## src/hdl/nbc_pkg.sv

```systemverilog
// Shared types, constants and coefficient table of the 60 Hz notch filter.
package nbc_pkg;

  // Width of the delay registers and section results.
  localparam int HIST_W = 24;
  // Integer bits of a section accumulator after the fraction bits are dropped.
  localparam int ACC_HEAD = 27;
  // Coefficient table layout.
  localparam int ROM_SECTIONS = 8;
  localparam int N_TERMS = 5;
  localparam int ROM_FRAC = 30;

  typedef logic signed [HIST_W-1:0] hist_t;
  typedef logic [2:0] step_t;

  // Multiply-accumulate steps of one section, in order.
  localparam step_t STEP_B0 = 3'd0;
  localparam step_t STEP_B1 = 3'd1;
  localparam step_t STEP_B2 = 3'd2;
  localparam step_t STEP_A1 = 3'd3;
  localparam step_t STEP_A2 = 3'd4;
  localparam step_t STEP_FIN = 3'd5;

  localparam hist_t HIST_MAX = 24'sh7fffff;
  localparam hist_t HIST_MIN = 24'sh800000;

  // Link between neighbouring cells: one item with its clip flag.
  typedef struct packed {
    logic  valid;
    logic  sat;
    hist_t data;
  } link_t;

  // Q2.30 coefficients per section: b0, b1, b2, a1, a2 (a terms negated).
  localparam logic signed [31:0] COEF_ROM [ROM_SECTIONS][N_TERMS] = '{
    '{32'sd950984448, 32'sd588030848, 32'sd950984448, -32'sd628156224, -32'sd1010316160},
    '{32'sd1073741824, 32'sd663936576, 32'sd1073741824, -32'sd660515968, -32'sd1010641024},
    '{32'sd1073741824, 32'sd663936576, 32'sd1073741824, -32'sd604695744, -32'sd1026751232},
    '{32'sd1073741824, 32'sd663936576, 32'sd1073741824, -32'sd693697600, -32'sd1027410816},
    '{32'sd1073741824, 32'sd663936576, 32'sd1073741824, -32'sd596459712, -32'sd1056262208},
    '{32'sd1073741824, 32'sd663936576, 32'sd1073741824, -32'sd719506880, -32'sd1056600960},
    '{32'sd1073741824, 32'sd0, 32'sd0, 32'sd0, 32'sd0},
    '{32'sd1073741824, 32'sd0, 32'sd0, 32'sd0, 32'sd0}
  };

  // Coefficient rounded half up from Q2.30 to the given number of fraction bits.
  function automatic logic signed [31:0] coef_q(input int sec, input int k, input int frac);
    logic signed [63:0] v;
    v = 64'(COEF_ROM[sec][k]);
    if (frac < ROM_FRAC) begin
      v = v + (64'sd1 <<< (ROM_FRAC - frac - 1));
      v = v >>> (ROM_FRAC - frac);
    end
    return v[31:0];
  endfunction

endpackage

```

## src/hdl/nbc_cell.sv

```systemverilog
// One biquad section: its delay registers and a shared multiply-accumulate unit.
module nbc_cell
  import nbc_pkg::*;
#(
  parameter int SEC_IDX = 0,
  parameter int COEFF_FRAC_BITS = 22
) (
  input  logic  clk,
  input  logic  rst_n,
  input  link_t up_i,
  output logic  up_ready_o,
  output link_t dn_o,
  input  logic  dn_ready_i
);

  localparam int CW = COEFF_FRAC_BITS + 2;
  localparam int PW = CW + HIST_W;
  localparam int AW = COEFF_FRAC_BITS + ACC_HEAD;
  localparam logic signed [AW-1:0] HALF =
    {{(AW - COEFF_FRAC_BITS){1'b0}}, 1'b1, {(COEFF_FRAC_BITS - 1){1'b0}}};
  localparam logic signed [ACC_HEAD-1:0] Y_MAX = ACC_HEAD'(HIST_MAX);
  localparam logic signed [ACC_HEAD-1:0] Y_MIN = ACC_HEAD'(HIST_MIN);

  // Delay line of the section, cleared at reset.
  hist_t x1_r, x2_r, y1_r, y2_r;
  // Sequencing of the item in work.
  logic  busy_r;
  step_t step_r;
  hist_t x_r;
  logic  sat_r;
  // Datapath registers.
  logic signed [PW-1:0] prod_r;
  logic signed [AW-1:0] acc_r;
  // Result held for the next cell.
  logic  dn_valid_r;
  logic  dn_sat_r;
  hist_t dn_data_r;

  logic signed [31:0]   coef_full [N_TERMS];
  logic signed [31:0]   coef_w;
  logic signed [CW-1:0] coef_sel;
  hist_t                opnd_sel;
  logic signed [PW-1:0] prod_nxt;
  logic signed [AW-1:0] prod_ext;
  logic signed [AW-1:0] sum;
  logic signed [ACC_HEAD-1:0] y_wide;
  hist_t                y_nxt;
  logic                 clip_nxt;
  logic                 take;
  logic                 finish;

  // Constant coefficients of this section.
  for (genvar k = 0; k < N_TERMS; k++) begin : g_coef
    assign coef_full[k] = coef_q(SEC_IDX, k, COEFF_FRAC_BITS);
  end

  // Operand and coefficient for the current step.
  always_comb begin
    coef_w = '0;
    opnd_sel = '0;
    unique case (step_r)
      STEP_B0: begin coef_w = coef_full[0]; opnd_sel = x_r;  end
      STEP_B1: begin coef_w = coef_full[1]; opnd_sel = x1_r; end
      STEP_B2: begin coef_w = coef_full[2]; opnd_sel = x2_r; end
      STEP_A1: begin coef_w = coef_full[3]; opnd_sel = y1_r; end
      STEP_A2: begin coef_w = coef_full[4]; opnd_sel = y2_r; end
      default: begin coef_w = '0; opnd_sel = '0; end
    endcase
    coef_sel = coef_w[CW-1:0];
    prod_nxt = coef_sel * opnd_sel;
  end

  // Final sum; dropping the fraction bits floors, the half already in acc rounds.
  always_comb begin
    prod_ext = {{(AW - PW){prod_r[PW-1]}}, prod_r};
    sum = acc_r + prod_ext;
    y_wide = sum[AW-1:COEFF_FRAC_BITS];
    clip_nxt = 1'b0;
    y_nxt = y_wide[HIST_W-1:0];
    if (y_wide > Y_MAX) begin
      y_nxt = HIST_MAX;
      clip_nxt = 1'b1;
    end else if (y_wide < Y_MIN) begin
      y_nxt = HIST_MIN;
      clip_nxt = 1'b1;
    end
  end

  assign up_ready_o = !busy_r;
  assign take = up_i.valid && !busy_r;
  assign finish = busy_r && (step_r == STEP_FIN) && (!dn_valid_r || dn_ready_i);

  // Control state and delay line.
  always_ff @(posedge clk) begin
    if (!rst_n) begin
      busy_r <= 1'b0;
      step_r <= STEP_B0;
      dn_valid_r <= 1'b0;
      x1_r <= '0;
      x2_r <= '0;
      y1_r <= '0;
      y2_r <= '0;
    end else begin
      if (take) begin
        busy_r <= 1'b1;
        step_r <= STEP_B0;
      end else if (finish) begin
        busy_r <= 1'b0;
        step_r <= STEP_B0;
        x2_r <= x1_r;
        x1_r <= x_r;
        y2_r <= y1_r;
        y1_r <= y_nxt;
      end else if (busy_r && step_r != STEP_FIN) begin
        step_r <= step_r + 3'd1;
      end
      if (finish) begin
        dn_valid_r <= 1'b1;
      end else if (dn_ready_i) begin
        dn_valid_r <= 1'b0;
      end
    end
  end

  // Datapath registers.
  always_ff @(posedge clk) begin
    if (take) begin
      x_r <= up_i.data;
      sat_r <= up_i.sat;
    end
    if (busy_r && step_r != STEP_FIN) begin
      prod_r <= prod_nxt;
    end
    if (busy_r && step_r == STEP_B1) begin
      acc_r <= prod_ext + HALF;
    end else if (busy_r && step_r != STEP_B0 && step_r != STEP_FIN) begin
      acc_r <= sum;
    end
    if (finish) begin
      dn_data_r <= y_nxt;
      dn_sat_r <= sat_r | clip_nxt;
    end
  end

  assign dn_o.valid = dn_valid_r;
  assign dn_o.sat = dn_sat_r;
  assign dn_o.data = dn_data_r;

endmodule

```

## config.mk

```make
export PLATFORM = sky130hd
export DESIGN_NAME = nbc_cell
export DESIGN_NICKNAME = d
export VERILOG_FILES = /design/src/hdl/nbc_pkg.sv /design/src/hdl/nbc_cell.sv
export SDC_FILE = /design/constraint.sdc
export NUM_CORES = 2
export LEC_CHECK = 0
export BUFFER_PORTS_ARGS = -buffer_cell sky130_fd_sc_hd__buf_2
export CAP_MARGIN = 20
export CELL_PAD_IN_SITES_DETAIL_PLACEMENT = 1
export CELL_PAD_IN_SITES_GLOBAL_PLACEMENT = 1
export CORE_ASPECT_RATIO = 1.1
export CORE_MARGIN = 2
export CORE_UTILIZATION = 56
export DETAILED_ROUTE_END_ITERATION = 8
export PLACE_DENSITY_LB_ADDON = 0.1
export SYNTH_ARGS = -nofsm -noshare
export SYNTH_HDL_FRONTEND = slang
export SYNTH_SLANG_ARGS = --single-unit
```

## constraint.sdc

```tcl
create_clock -name clk -period 12.8 [get_ports clk]
set_input_delay 1.92 -clock clk [delete_from_list [all_inputs] [get_ports clk]]
set_output_delay 1.92 -clock clk [all_outputs]
set_load 0.01 [all_outputs]
```

-- Yosys cells after proc, flatten, opt, wreduce, memory -nomap -nowiden
Index checks and enable logic that the tools add are counted.
- eq/ne operators: 6
- reduce and logical (&&, ||, !) cells: 18
- add/sub/neg operators: 3
- multiply operators: 1
- bitwise operators: 3
- multiplexer cells: 12
- $lt $le $gt $ge: 2
- operator list (kind ; count):
    case mux 24 bit (5 select lines) ; 1
    2-to-1 mux 49 bit ; 2
    case mux 24 bit (4 select lines) ; 1
    adder 48 x 23 -> 49 bit, second input constant ; 1
    adder 49 x 48 -> 49 bit ; 1
    multiplier 24 x 24 -> 48 bit ; 1
    2-to-1 mux 24 bit ; 2
    > comparator 27 x 24 -> 1 bit, second input constant ; 1
    < comparator 27 x 24 -> 1 bit, second input constant ; 1
    logical AND 1 bit ; 7
    equality test 3 x 2 -> 1 bit, second input constant ; 2
    equality test 3 bit, second input constant ; 2
    2-to-1 mux 1 bit ; 6
    nonzero test 2 bit ; 3
    adder 3 x 1 -> 3 bit, second input constant ; 1
    equality test 3 x 1 -> 1 bit, second input constant ; 1
    logical NOT 3 bit ; 1
    != test 3 bit, second input constant ; 1
    nonzero test 3 bit ; 1
    OR reduction 3 bit ; 1
    logical NOT 1 bit ; 2
    inverter 1 bit ; 2
    AND reduction 2 bit ; 1
    OR reduction 2 bit ; 1
    2 further kinds ; 2
- input bits: 29
- register bits after elaboration: 248
- word-level logic and storage cells: 58
- output and inout bits: 27

-- Depth between registers and ports, before layout
- depth in word-level cells: 5
- gate-level depth with buffers: 37
- mapped depth without buffers: 33

-- Worst setup path after synthesis
OpenSTA, ideal clock, no wires.
- kind: reg2reg
- from: register step_r[1]
- to: register prod_r[44], data pin
- buffers on the path: 3
- data arrival time: 8.505 ns
- path slack: 4.029 ns
- cell stages (with the launch flop): 37
- library setup time: 0.266 ns
- period minus slack after synthesis: 8.771 ns
- data required time: 12.534 ns
- cell sequence: dfxtp_1 inv_1 ha_1 clkbuf_1 and2_0 clkbuf_1 buf_1 a22oi_1 nand4_1 inv_1 nor2_1 inv_1 fa_1 inv_1 fa_1 inv_1 fa_1 inv_1 fa_1 inv_1 fa_1 inv_1 fa_1 inv_1 fa_1 inv_1 ha_1 o211ai_1 o21ai_0 a221oi_1 a21boi_1 a2111oi_0 o31a_1 o21ai_1 a41o_1 o41ai_1 xnor2_1
- word-level cells in the longest chain between the ends: 4
- elaborated cells between the ends (all ways): 9
- classes of those cells: 1 x mul; 4 x eq/ne; 2 x mux; 2 x reduce/logical
- RTL lines (item ; line ; source):
    from (decl) ; nbc_cell.sv:28 ; step_t step_r;
    from (signal assigned) ; nbc_cell.sv:115 ; step_r <= step_r + 3'd1;
    equality test 3 x 2 -> 1 bit / logical NOT 3 bit (equally long branches) ; nbc_cell.sv:61 ; unique case (step_r)
    OR reduction 2 bit (no source line) ; n/a ;
    case mux 24 bit (4 select lines) ; nbc_cell.sv:61 ;
    multiplier 24 x 24 -> 48 bit (*) ; nbc_cell.sv:70 ; prod_nxt = coef_sel * opnd_sel;
    named net prod_nxt[44] ; nbc_cell.sv:43 ; logic signed [PW-1:0] prod_nxt;
    to (signal assigned) ; nbc_cell.sv:132 ; prod_r <= prod_nxt;
    to (decl) ; nbc_cell.sv:32 ; logic signed [PW-1:0] prod_r;
The timed path passes the listed nets; every way through them passes the cells marked *.
A chain may end at the register's enable or synchronous reset.

-- Worst setup path in the final report
- from: register step_r[2]
- to: register prod_r[44], data pin
The elaborated chain is that of the path after synthesis.

==> out/qor.yml <==
first_pass_iters: 5
yosys_warnings: 0
dieArea_um2: 58900
clkTransAtPathRegs_ps: 60
hold_path_end: "x2_r[1]"
setup_viol: 0
slowest_delay_ps: 1010
fmax_mhz: 91.4
antenna_found_initial: 6
crit_path_start: "step_r[2]"
die_x_um: 232
status: "finished clean"
yosysSeqAreaShare_pct: 20.2
nNetsFinal: 4199
cts_resized: 0
finalHoldViolCount: 0
port_buffers: 55
worst_pin_slew_ps: 1160
avgSynthCellArea_um2: 9.37
ioPinCount: 56
core_um2: 56200
syn2layout_area_growth_pct: 5.79
htreeDepth: 1
vias_per_cell: 6.02
whs_path_depth: 2
cts_tree: "yes"
fin_skew_ps: 19.5
initial_core_util_pct: 56.7
async_reset_ff_share_pct: 0
drive_gt1_share_pct: 5.01
clk_latency_ps: 560
fp.dieH_um: 254
cp-end-kind: "flip-flop"
cp_slowest_cell: "dfxtp_1"
critical-path-top-delay-family: "adder cells"
timing.rr.end: "prod_r[44]"
setup_tns_ps: 0
yosysUniqueCellTypes: 77
path_class: "reg2reg"
min_period_ps: 10940
cts_hold_buf: 0
relSlewSlack_pct: 22.5
clockBufferDepth: 3
rsz0062_at_grt: "false"
hold_path.class: "reg2reg"
cp.arrival_ps: 11220
netlist_area_um2: 31900
track_usage_pct: 39.3
cap_violations: 0
root_buffer: "clkbuf_16"
required_ps: 13080
r2r_setup_slack_ps: 1860
cts.sinks: 248
drv_slew: 0
synthCells: 3405
synth_nets: 4214
grt.overflow.total: 0
min_from: "x2_r[1]"
drt_wl_total_um: 113000
wl_per_cell_um: 27.2
start_kind: "flip-flop"
synth_edf_count: 147
drt_iter0_drc: 1909
fin_crit_sh_pct: 85.5
grt_pass1_wl_um: 170000
r2r_start: "step_r[2]"
cp_max_fo: 25
vias: 25000
ys_ff_latch: 248
fp-row-count: 91
drcViolationCount: 0
globalplace.congestion: 1.06
r2r_cells: 30
regArea_um2: 6440
cts_buffers: 27
worstPathBufferInverterCount: 8
multi_input_area_um2: 22200
hpwlAfterDp_um: 93500
grt_pass1_vias: 28300
fill_cells: 6471
grt_max_degree: 99
antenna_left: 0
ys.flop_type: "edfxtp_1"
cts_setup_buffers: 0
-- registers in the layout (all words and copies together), names as in the netlist, 3 cells and up --
register and cells:
step_r 3, x1_r 24, dn_data_r 24, acc_r 49, x2_r 24, y2_r 24, prod_r 48, y1_r 24
x_r 24
-- logic make-up after synthesis --
logic type	count (synthesis)	synth area share (%)
AO/OA/AOI/OAI	555	11.6
XOR/XNOR	124	3.40
adder cells (fa/ha/maj)	780	43.3
buffers and inverters	865	10.3
flip-flops	248	20.2
multiplexers	7	0.231
other	1	0.0118
AND/OR/NAND/NOR	825	11.0
-- metrics by stage --
step	util (%)	cell area, um^2	worst slack, ps	hold slack, ps	cells
floorplan	-	31900	4030	443	3405
global placement	58.4	32900	2390	452	4104
detailed placement	58.4	32900	2060	463	4104
CTS	60.0	33700	2030	473	4153
global route	60.0	33800	1370	497	4154
finish	60.0	33800	1860	479	4155
-- tightest hold or removal path, stage by stage, from the launching register on --
cell and delay, ps:
dfxtp_1 320, nand2_1 50, a21boi_0 60
-- cell usage after synthesis (all sizes together) (27+ instances only) --
cell / n / area share (%)
edfxtp: 147 / 14
o21ai: 121 / 1.9
xnor2: 80 / 2.2
nor2: 234 / 2.8
a31oi: 37 / 0.74
nand4: 27 / 0.53
fa: 539 / 34
nand3: 29 / 0.45
nand2: 431 / 5.1
clkbuf: 113 / 1.3
a21boi: 78 / 1.8
a21oi: 117 / 1.8
a21o: 46 / 1.1
dfxtp: 101 / 6.3
inv: 733 / 8.6
xor2: 44 / 1.2
ha: 241 / 9.4
-- routing by layer --
metal | GRT usage (%) | wire length, um | up-vias
met3 | 6.27 | 7420 | 381
li1 | - | - | 10700
met5 | 0 | 29 | -
met4 | 25.7 | 8980 | 4
met1 | 45.0 | 40500 | 12900
met2 | 68.3 | 55900 | 1042
-- layout make-up --
type                            instances  share of cell area, %
Antenna cell                            1                0.00741
Clock buffer                           39                   2.41
Clock inverter                         10                  0.182
Inverter                              734                   8.17
Multi-Input combinational cell       2292                   65.8
Sequential cell                       248                   19.1
Tap cell                              744                   2.76
Timing Repair Buffer                   87                   1.56
-- cell usage in the layout, fill, tap and decap left out, types with 80 or more instances in the layout --
| cell type | synthesis | final |
|---|---|---|
| xnor2_1 | 80 | 80 |
| nand2_1 | 422 | 421 |
| edfxtp_1 | 147 | 147 |
| nor2_1 | 234 | 233 |
| o21ai_0 | 113 | 112 |
| fa_1 | 539 | 539 |
| inv_1 | 733 | 732 |
| ha_1 | 241 | 241 |
| a21oi_1 | 117 | 116 |
| dfxtp_1 | 101 | 101 |
-- worst max-delay path by stage --
stage,end,cells past startpoint
after CTS,prod_r[44],30
after global placement,prod_r[44],30
final,prod_r[44],30
after global routing,prod_r[44],30
after detailed placement,prod_r[44],30
after floorplan,prod_r[44],36
Power is not shown: default switching activity piles up to over one toggle a cycle in this logic, so the estimate is an artifact.
